[config.mk]
export PLATFORM = sky130hd
export DESIGN_NAME = qdvf_gray
export DESIGN_NICKNAME = d
export VERILOG_FILES = /design/src/hw/rtl/qdvf_pkg.sv /design/src/hw/rtl/qdvf_gray.sv
export SDC_FILE = /design/constraint.sdc
export NUM_CORES = 1
export LEC_CHECK = 0
export CAP_MARGIN = 10
export CORE_MARGIN = 3
export CORE_UTILIZATION = 55
export DETAILED_ROUTE_END_ITERATION = 10
export DONT_BUFFER_PORTS = 1
export PLACE_DENSITY_LB_ADDON = 0.05
export SLEW_MARGIN = 0
export SYNTH_ARGS = -nofsm -noshare
export SYNTH_HDL_FRONTEND = slang
export SYNTH_SLANG_ARGS = --single-unit
[constraint.sdc]
create_clock -name vclk -period 3.1
set_clock_uncertainty 0.2 [all_clocks]
set_input_delay 0.155 -clock vclk [all_inputs]
set_output_delay 0.155 -clock vclk [all_outputs]
set_load 0.03 [all_outputs]
[src/hw/rtl/qdvf_pkg.sv]
// Package for the quadrature decoder and velocity filter.
// Holds opcodes, sequencer states, register indexes, reset values and helpers.
// No dependencies; used by every module of the block.
`default_nettype none

package qdvf_pkg;

    // Widths fixed by the item and register formats.
    localparam int unsigned DATA_W      = 32;
    localparam int unsigned COEF_W      = 24;
    localparam int unsigned PROD_W      = 56;
    localparam int unsigned CFG_IDX_W   = 3;
    localparam int unsigned CFG_DATA_W  = 24;
    localparam int unsigned PERIOD_COUNT_BITS_DEF = 16;

    // Register reset values.
    localparam logic [23:0] RAD_PER_COUNT_RST      = 24'd26354;
    localparam logic [23:0] INV_COUNTS_PER_REV_RST = 24'd16384;
    localparam logic [15:0] INV_FILTER_TIME_RST    = 16'd25600;
    localparam logic [15:0] SAMPLE_PERIOD_RST      = 16'd655;

    typedef enum logic [1:0] {
        OP_SAMPLE = 2'd0,
        OP_TICK   = 2'd1,
        OP_ZERO   = 2'd2
    } opcode_t;

    typedef enum logic [2:0] {
        REG_REVERSE_DIRECTION  = 3'd0,
        REG_RAD_PER_COUNT      = 3'd1,
        REG_INV_COUNTS_PER_REV = 3'd2,
        REG_INV_FILTER_TIME    = 3'd3,
        REG_SAMPLE_PERIOD      = 3'd4
    } cfg_index_t;

    typedef enum logic [3:0] {
        S_IDLE,
        S_REVS,
        S_ANGLE,
        S_ACCUM,
        S_DIFF,
        S_VEL,
        S_VSAT,
        S_INTEG,
        S_INTADD,
        S_OUT
    } state_t;

    // Position of an AB level along the Gray cycle 00, 10, 11, 01.
    function automatic logic [1:0] gray_pos(input logic [1:0] ab);
        logic [1:0] pos;
        unique case (ab)
            2'b00:   pos = 2'd0;
            2'b10:   pos = 2'd1;
            2'b11:   pos = 2'd2;
            default: pos = 2'd3;
        endcase
        return pos;
    endfunction

    // Product shifted right by eight with floor, saturated to 32 bits.
    function automatic logic [DATA_W-1:0] sat_shr8(input logic signed [PROD_W-1:0] p);
        logic [DATA_W-1:0] res;
        if ((&p[PROD_W-1:39]) || !(|p[PROD_W-1:39])) begin
            res = p[39:8];
        end else if (p[PROD_W-1]) begin
            res = 32'h8000_0000;
        end else begin
            res = 32'h7FFF_FFFF;
        end
        return res;
    endfunction

endpackage

`default_nettype wire

[src/hw/rtl/qdvf_gray.sv]
// Gray step decoder and saturating per-period count update.
// Depends on qdvf_pkg for the Gray position function.
`default_nettype none

module qdvf_gray #(
    parameter int unsigned PERIOD_COUNT_BITS = qdvf_pkg::PERIOD_COUNT_BITS_DEF
) (
    input  wire logic                                 reverse_direction,
    input  wire logic        [1:0]                    last_ab,
    input  wire logic        [1:0]                    ab_level,
    input  wire logic signed [PERIOD_COUNT_BITS-1:0]  count,
    output logic signed      [PERIOD_COUNT_BITS-1:0]  count_next
);

    localparam logic signed [PERIOD_COUNT_BITS-1:0] CNT_MAX =
        {1'b0, {(PERIOD_COUNT_BITS-1){1'b1}}};
    localparam logic signed [PERIOD_COUNT_BITS-1:0] CNT_MIN =
        {1'b1, {(PERIOD_COUNT_BITS-1){1'b0}}};

    logic [1:0] delta;
    logic       step_up;
    logic       step_down;

    // Distance travelled along the Gray cycle since the previous sample.
    assign delta = qdvf_pkg::gray_pos(ab_level) - qdvf_pkg::gray_pos(last_ab);

    // A single-position move is a step; the direction register swaps its sign.
    always_comb begin
        step_up   = 1'b0;
        step_down = 1'b0;
        unique case (delta)
            2'd1: begin
                step_up   = !reverse_direction;
                step_down = reverse_direction;
            end
            2'd3: begin
                step_up   = reverse_direction;
                step_down = !reverse_direction;
            end
            default: begin
                step_up   = 1'b0;
                step_down = 1'b0;
            end
        endcase
    end

    // Saturating count update.
    always_comb begin
        count_next = count;
        if (step_up && (count != CNT_MAX)) begin
            count_next = count + PERIOD_COUNT_BITS'(1);
        end else if (step_down && (count != CNT_MIN)) begin
            count_next = count - PERIOD_COUNT_BITS'(1);
        end
    end

endmodule

`default_nettype wire

Word-level counts from Yosys, hierarchy flattened
Index checks and enable logic that the tools add are counted.
W data, S select, Z words.
{"block": "word_totals", "register_bits": 0, "inputBits": 21, "out_inout_bits": 16, "elab_cells": 22}
{"block": "op_classes", "addsub": 3, "eq_ne": 8, "muxes": 6, "reduce_logical": 5}
{"cell": "$mux W16", "count": 2}
{"cell": "$ne A16 B16 Y1 const B", "count": 2}
{"cell": "$add A16 B2 Y16 const B", "count": 1}
{"cell": "$sub A16 B2 Y16 const B", "count": 1}
{"cell": "$pmux W2 S3", "count": 2}
{"cell": "$eq A2 B2 Y1 const B", "count": 5}
{"cell": "$logic_not A2 Y1", "count": 2}
{"cell": "$pmux W1 S2", "count": 2}
{"cell": "$eq A2 B1 Y1 const B", "count": 1}
{"cell": "$logic_and A1 B1 Y1", "count": 2}
{"cell": "$sub A2 B2 Y2", "count": 1}
{"cell": "$logic_not A1 Y1", "count": 1}

Longest topological paths before layout
{"block": "logic_depth", "word_depth": 8, "ltp_mapped": 9, "ltp_nobuf": 9}

Worst setup path after synthesis
OpenSTA, ideal clock, no wires.
{"block": "synth_path", "path_kind": "in2out", "startpoint": "input port ab_level[1]", "endpoint": "output port count_next[12]", "arrival_ns": 2.461, "required_ns": 2.745, "path_slack_ns": 0.284, "stages": 8, "path_buffers": 0, "path_cell_list": "inv_1 ha_1 ha_1 xnor2_1 xor3_2 or4_1 a22oi_2 xor2_1"}
{"block": "synth_via", "elab_chain_cells": 8, "word_cells_on_any_way": 13, "classes_between": "add/sub: 1; eq/ne: 4; mux: 5; reduce/logical: 3"}
{"element": "start: declaration", "line_no": "qdvf_gray.sv:10", "text": "input wire logic [1:0] ab_level,"}
{"element": "$eq A2 B2 Y1 or $logic_not A2 Y1 (tied branches)", "line_no": "qdvf_pkg.sv:52", "text": "unique case (ab)"}
{"element": "$pmux W2 S3 (*)", "line_no": "qdvf_pkg.sv:52"}
{"element": "$sub A2 B2 Y2 (*)", "line_no": "qdvf_gray.sv:25", "text": "assign delta = qdvf_pkg::gray_pos(ab_level) - qdvf_pkg::gray_pos(last_ab);"}
{"element": "$eq A2 B2 Y1 or $eq A2 B1 Y1 (tied branches)", "line_no": "qdvf_gray.sv:31", "text": "unique case (delta)"}
{"element": "$pmux W1 S2", "line_no": "qdvf_gray.sv:31"}
{"element": "$logic_and A1 B1 Y1", "line_no": "qdvf_gray.sv:52", "text": "end else if (step_down && (count != CNT_MIN)) begin"}
{"element": "$mux W16", "line_no": "qdvf_gray.sv:52"}
{"element": "$mux W16 (*)", "line_no": "qdvf_gray.sv:50", "text": "if (step_up && (count != CNT_MAX)) begin"}
{"element": "end: declaration", "line_no": "qdvf_gray.sv:12", "text": "output logic signed [PERIOD_COUNT_BITS-1:0] count_next"}
Mark *: on every way between the ends. The rest lies on a longest branch, timed or not.

Final worst setup path
{"block": "layout_path", "startpoint": "input port ab_level[1]", "endpoint": "output port count_next[7]"}
Same word-level chain as after synthesis.

==> reports/qor.tcl <==
set qor(yosysTopAreaCell) {sky130_fd_sc_hd__xnor2_1}
set qor(timing.max_slew.rel_slack) 0.650
set qor(critical_path.max_fanout) 9
set qor(setup.worst_path.end_class) {output port}
set qor(fp.dieArea_sq_um) 2100
set qor(grt_start_max_net_pins) 17
set qor(met1Wirelength_um) 817
set qor(final.min_clock_period_ns) 2.75
set qor(finalHoldViolations) 0
set qor(via_per_inst) 6.77
set qor(nets_finish) 157
set qor(yosys-top-cells-area) {sky130_fd_sc_hd__xnor2_1 13%, sky130_fd_sc_hd__ha_1 11%, sky130_fd_sc_hd__nor2_1 6.0%, sky130_fd_sc_hd__a22oi_1 4.3%, sky130_fd_sc_hd__nor4_1 4.3%}
set qor(synthesis.nets) 146
set qor(holdCritPathClass) {input pin to output port}
set qor(grt_pass1_wl_mm) 3.44
set qor(worst_slack_ns) 0.353
set qor(synth_sequential_area_ratio) 0
set qor(met2_wirelength_mm) 1.11
set qor(worstMarginPinSlew_ns) 0.520
set qor(largest_family_of_logic_cells_by_synthesized_area) {simple AND/OR/NAND/NOR gates}
set qor(first_global_vias) 865
set qor(drive_gt1_frac) 0.206
set qor(detail_route.wl_per_cell_um) 15.4
set qor(worstPathBufferInverterCount) 3
set qor(post_synth_instance_area_sq_um) 871
set qor(diodes) 0
set qor(coreArea_sq_um) 1400
set qor(status) {complete, no violations}
set qor(synth_cell_type_count) 44
set qor(dr_total_vias) 954
set qor(max_slew_violation_count) 0
set qor(design.portCount) 37
set qor(met3RoutedLength_um) 213
set qor(dpl_cell_area_sq_um) 976
set qor(place.port_buffers) 0
set qor(data_arrival_time_of_the_critical_path_ns) 2.39
set qor(top_area_cell_type_share_of_the_netlist_area) 0.131
set qor(leakage_power_of_the_design_nw) 0.363
set qor(pwr_density_cell_nw_per_um2) 257
set qor(syn-mean-instance-area_sq_um) 7.44
set qor(antenna_found_initial) 0
set qor(critical_path.max_stage_delay_ns) 0.50
set qor(drt_pass1_iterations) 4
set qor(post_cts_resized) 0
set qor(post-route-cell-area_sq_um) 976
set qor(initial_utilization) 0.623
set qor(synth_compound_area_frac) 0.190
set qor(postCtsSetupBuffers) 0
set qor(post_synthesis_share_of_cell_area_spent_on_full_adders_half_adders_and_majority_gates) 0.115
set qor(tns_ns) 0
set qor(slowest_cell_on_the_critical_path) {sky130_fd_sc_hd__a2111oi_0}
set qor(post-route-drc-count) 0
set qor(die-width_um) 45.8
set qor(clock_buffer_count) 0
set qor(muxShareOfSynthArea) 0
set qor(max-cap-violations) 0
set qor(areaGrowthSynthToFinish_pct) 12.1
set qor(fmax_mhz) 364
set qor(required_time_of_the_critical_path_ns) 2.74
set qor(global_route.usage.total) 0.211
set qor(fillCellCount) 127
set qor(worstPathCellList) {inv_1 > ha_1 > ha_1 > xnor2_1 > xor3_2 > a2111oi_0 > buf_4 > a22oi_1 > xnor2_1 > buf_4}
set qor(top_layer_used) {met4}
set qor(overflow_left_after_global_routing) 0
set qor(fin_total_pwr_mw) 0.250
set qor(numSequentialCells) 0
set qor(finalWirelength_mm) 2.17
set qor(area.sequential_sq_um) 0
set qor(preCtsSetupSlack_ns) 0.351
set qor(cp-start-kind) {input pin}
set qor(power.ir.vdd_worst_mv) 0.245
set qor(dr.first_iter.drc_count) 33
set qor(ys.warnings.count) 0
set qor(synth_cells) 117
set qor(grt_setup_unrepaired) {no}
set qor(worst_path_dominant_cell_family) {XOR/XNOR gates}
set qor(synth_simple_gate_area_share) 0.424
set qor(timing.final.crit_share) 0.886
set qor(place.gp.congestion) 0.837
set qor(synthXorXnorAreaFrac) 0.207
set qor(finalSetupViolCount) 0
set qor(ant_nets) 0
set qor(die_outline_height_um) 45.8
set qor(post-dp-hpwl_mm) 1.84
set qor(hold_buf_cts) 0
set qor(timing_worst_setup_path_type) {input pin to output port}
set qor(row_count) 13
[metrics by stage]
stage,utilization,hold slack (ns),std cells
finish,0.698,0.313,141
global route,0.698,0.319,141
CTS,0.698,0.313,141
detailed placement,0.698,0.313,141
global placement,0.698,0.314,141
floorplan,-,0.286,117
[cells in the final DEF (no fill, tap or decap), types with 2 or more instances in the layout]
master and n:
sky130_fd_sc_hd__nor2_1 14, sky130_fd_sc_hd__nor3_1 3, sky130_fd_sc_hd__nand3_1 4, sky130_fd_sc_hd__and3_1 3, sky130_fd_sc_hd__and4_1 2, sky130_fd_sc_hd__xor2_1 2
sky130_fd_sc_hd__buf_4 16, sky130_fd_sc_hd__xnor2_1 13, sky130_fd_sc_hd__inv_1 6, sky130_fd_sc_hd__a32oi_1 2, sky130_fd_sc_hd__nand4_1 5, sky130_fd_sc_hd__nor4_1 6
sky130_fd_sc_hd__nor4_2 2, sky130_fd_sc_hd__a22oi_1 5, sky130_fd_sc_hd__nand2_1 5, sky130_fd_sc_hd__ha_1 8, sky130_fd_sc_hd__or4_1 2, sky130_fd_sc_hd__and2_1 3
[routing by layer]
metal	global-route usage	vias to the layer above
met5	0	-
met4	0.0398	0
met3	0.0237	5
met2	0.390	53
met1	0.260	430
li1	-	466
[layout make-up]
cell class                      instances  area, sq um  share of cell area
Multi-Input combinational cell        104          815               0.835
Inverter                                6         22.5              0.0231
Tap cell                               15         18.8              0.0192
Timing Repair Buffer                   16          120               0.123
[cells in the mapped netlist, types with 2 or more instances]
library cell              count
sky130_fd_sc_hd__inv_1        6
sky130_fd_sc_hd__nand2_1      5
sky130_fd_sc_hd__and4_1       2
sky130_fd_sc_hd__xnor2_1     13
sky130_fd_sc_hd__a22oi_1      5
sky130_fd_sc_hd__or4_1        2
sky130_fd_sc_hd__nor4_2       2
sky130_fd_sc_hd__a32oi_1      2
sky130_fd_sc_hd__nand4_1      5
sky130_fd_sc_hd__nand3_1      4
sky130_fd_sc_hd__buf_2        6
sky130_fd_sc_hd__and3_1       3
sky130_fd_sc_hd__nor3_1       3
sky130_fd_sc_hd__nor2_1      14
sky130_fd_sc_hd__ha_1         8
sky130_fd_sc_hd__xor2_1       2
sky130_fd_sc_hd__and2_1       3
sky130_fd_sc_hd__nor4_1       6
[kinds of logic (layout without fill, tap and decap cells)]
group | after synthesis | count (layout)
AO/OA/AOI/OAI | 20 | 20
XOR/XNOR | 17 | 17
adder cells (fa/ha/maj) | 8 | 8
buffers and inverters | 13 | 22
AND/OR/NAND/NOR | 59 | 59
[report_power, final]
| group | internal (mW) | switching, mW | total [mW] |
|---|---|---|---|
| registers | 0 | 0 | 0 |
| clock network | 0 | 0 | 0 |
| logic | 0.0960 | 0.154 | 0.250 |
[worst paths after layout]
| path | startpoint | endpoint | slack [ns] | cells after the start |
|---|---|---|---|---|
| max | ab_level[1] | count_next[7] | 0.35 | 10 |
| min | count[10] | count_next[10] | 0.31 | 2 |
Note: power is estimated with default switching activity, not from simulation.
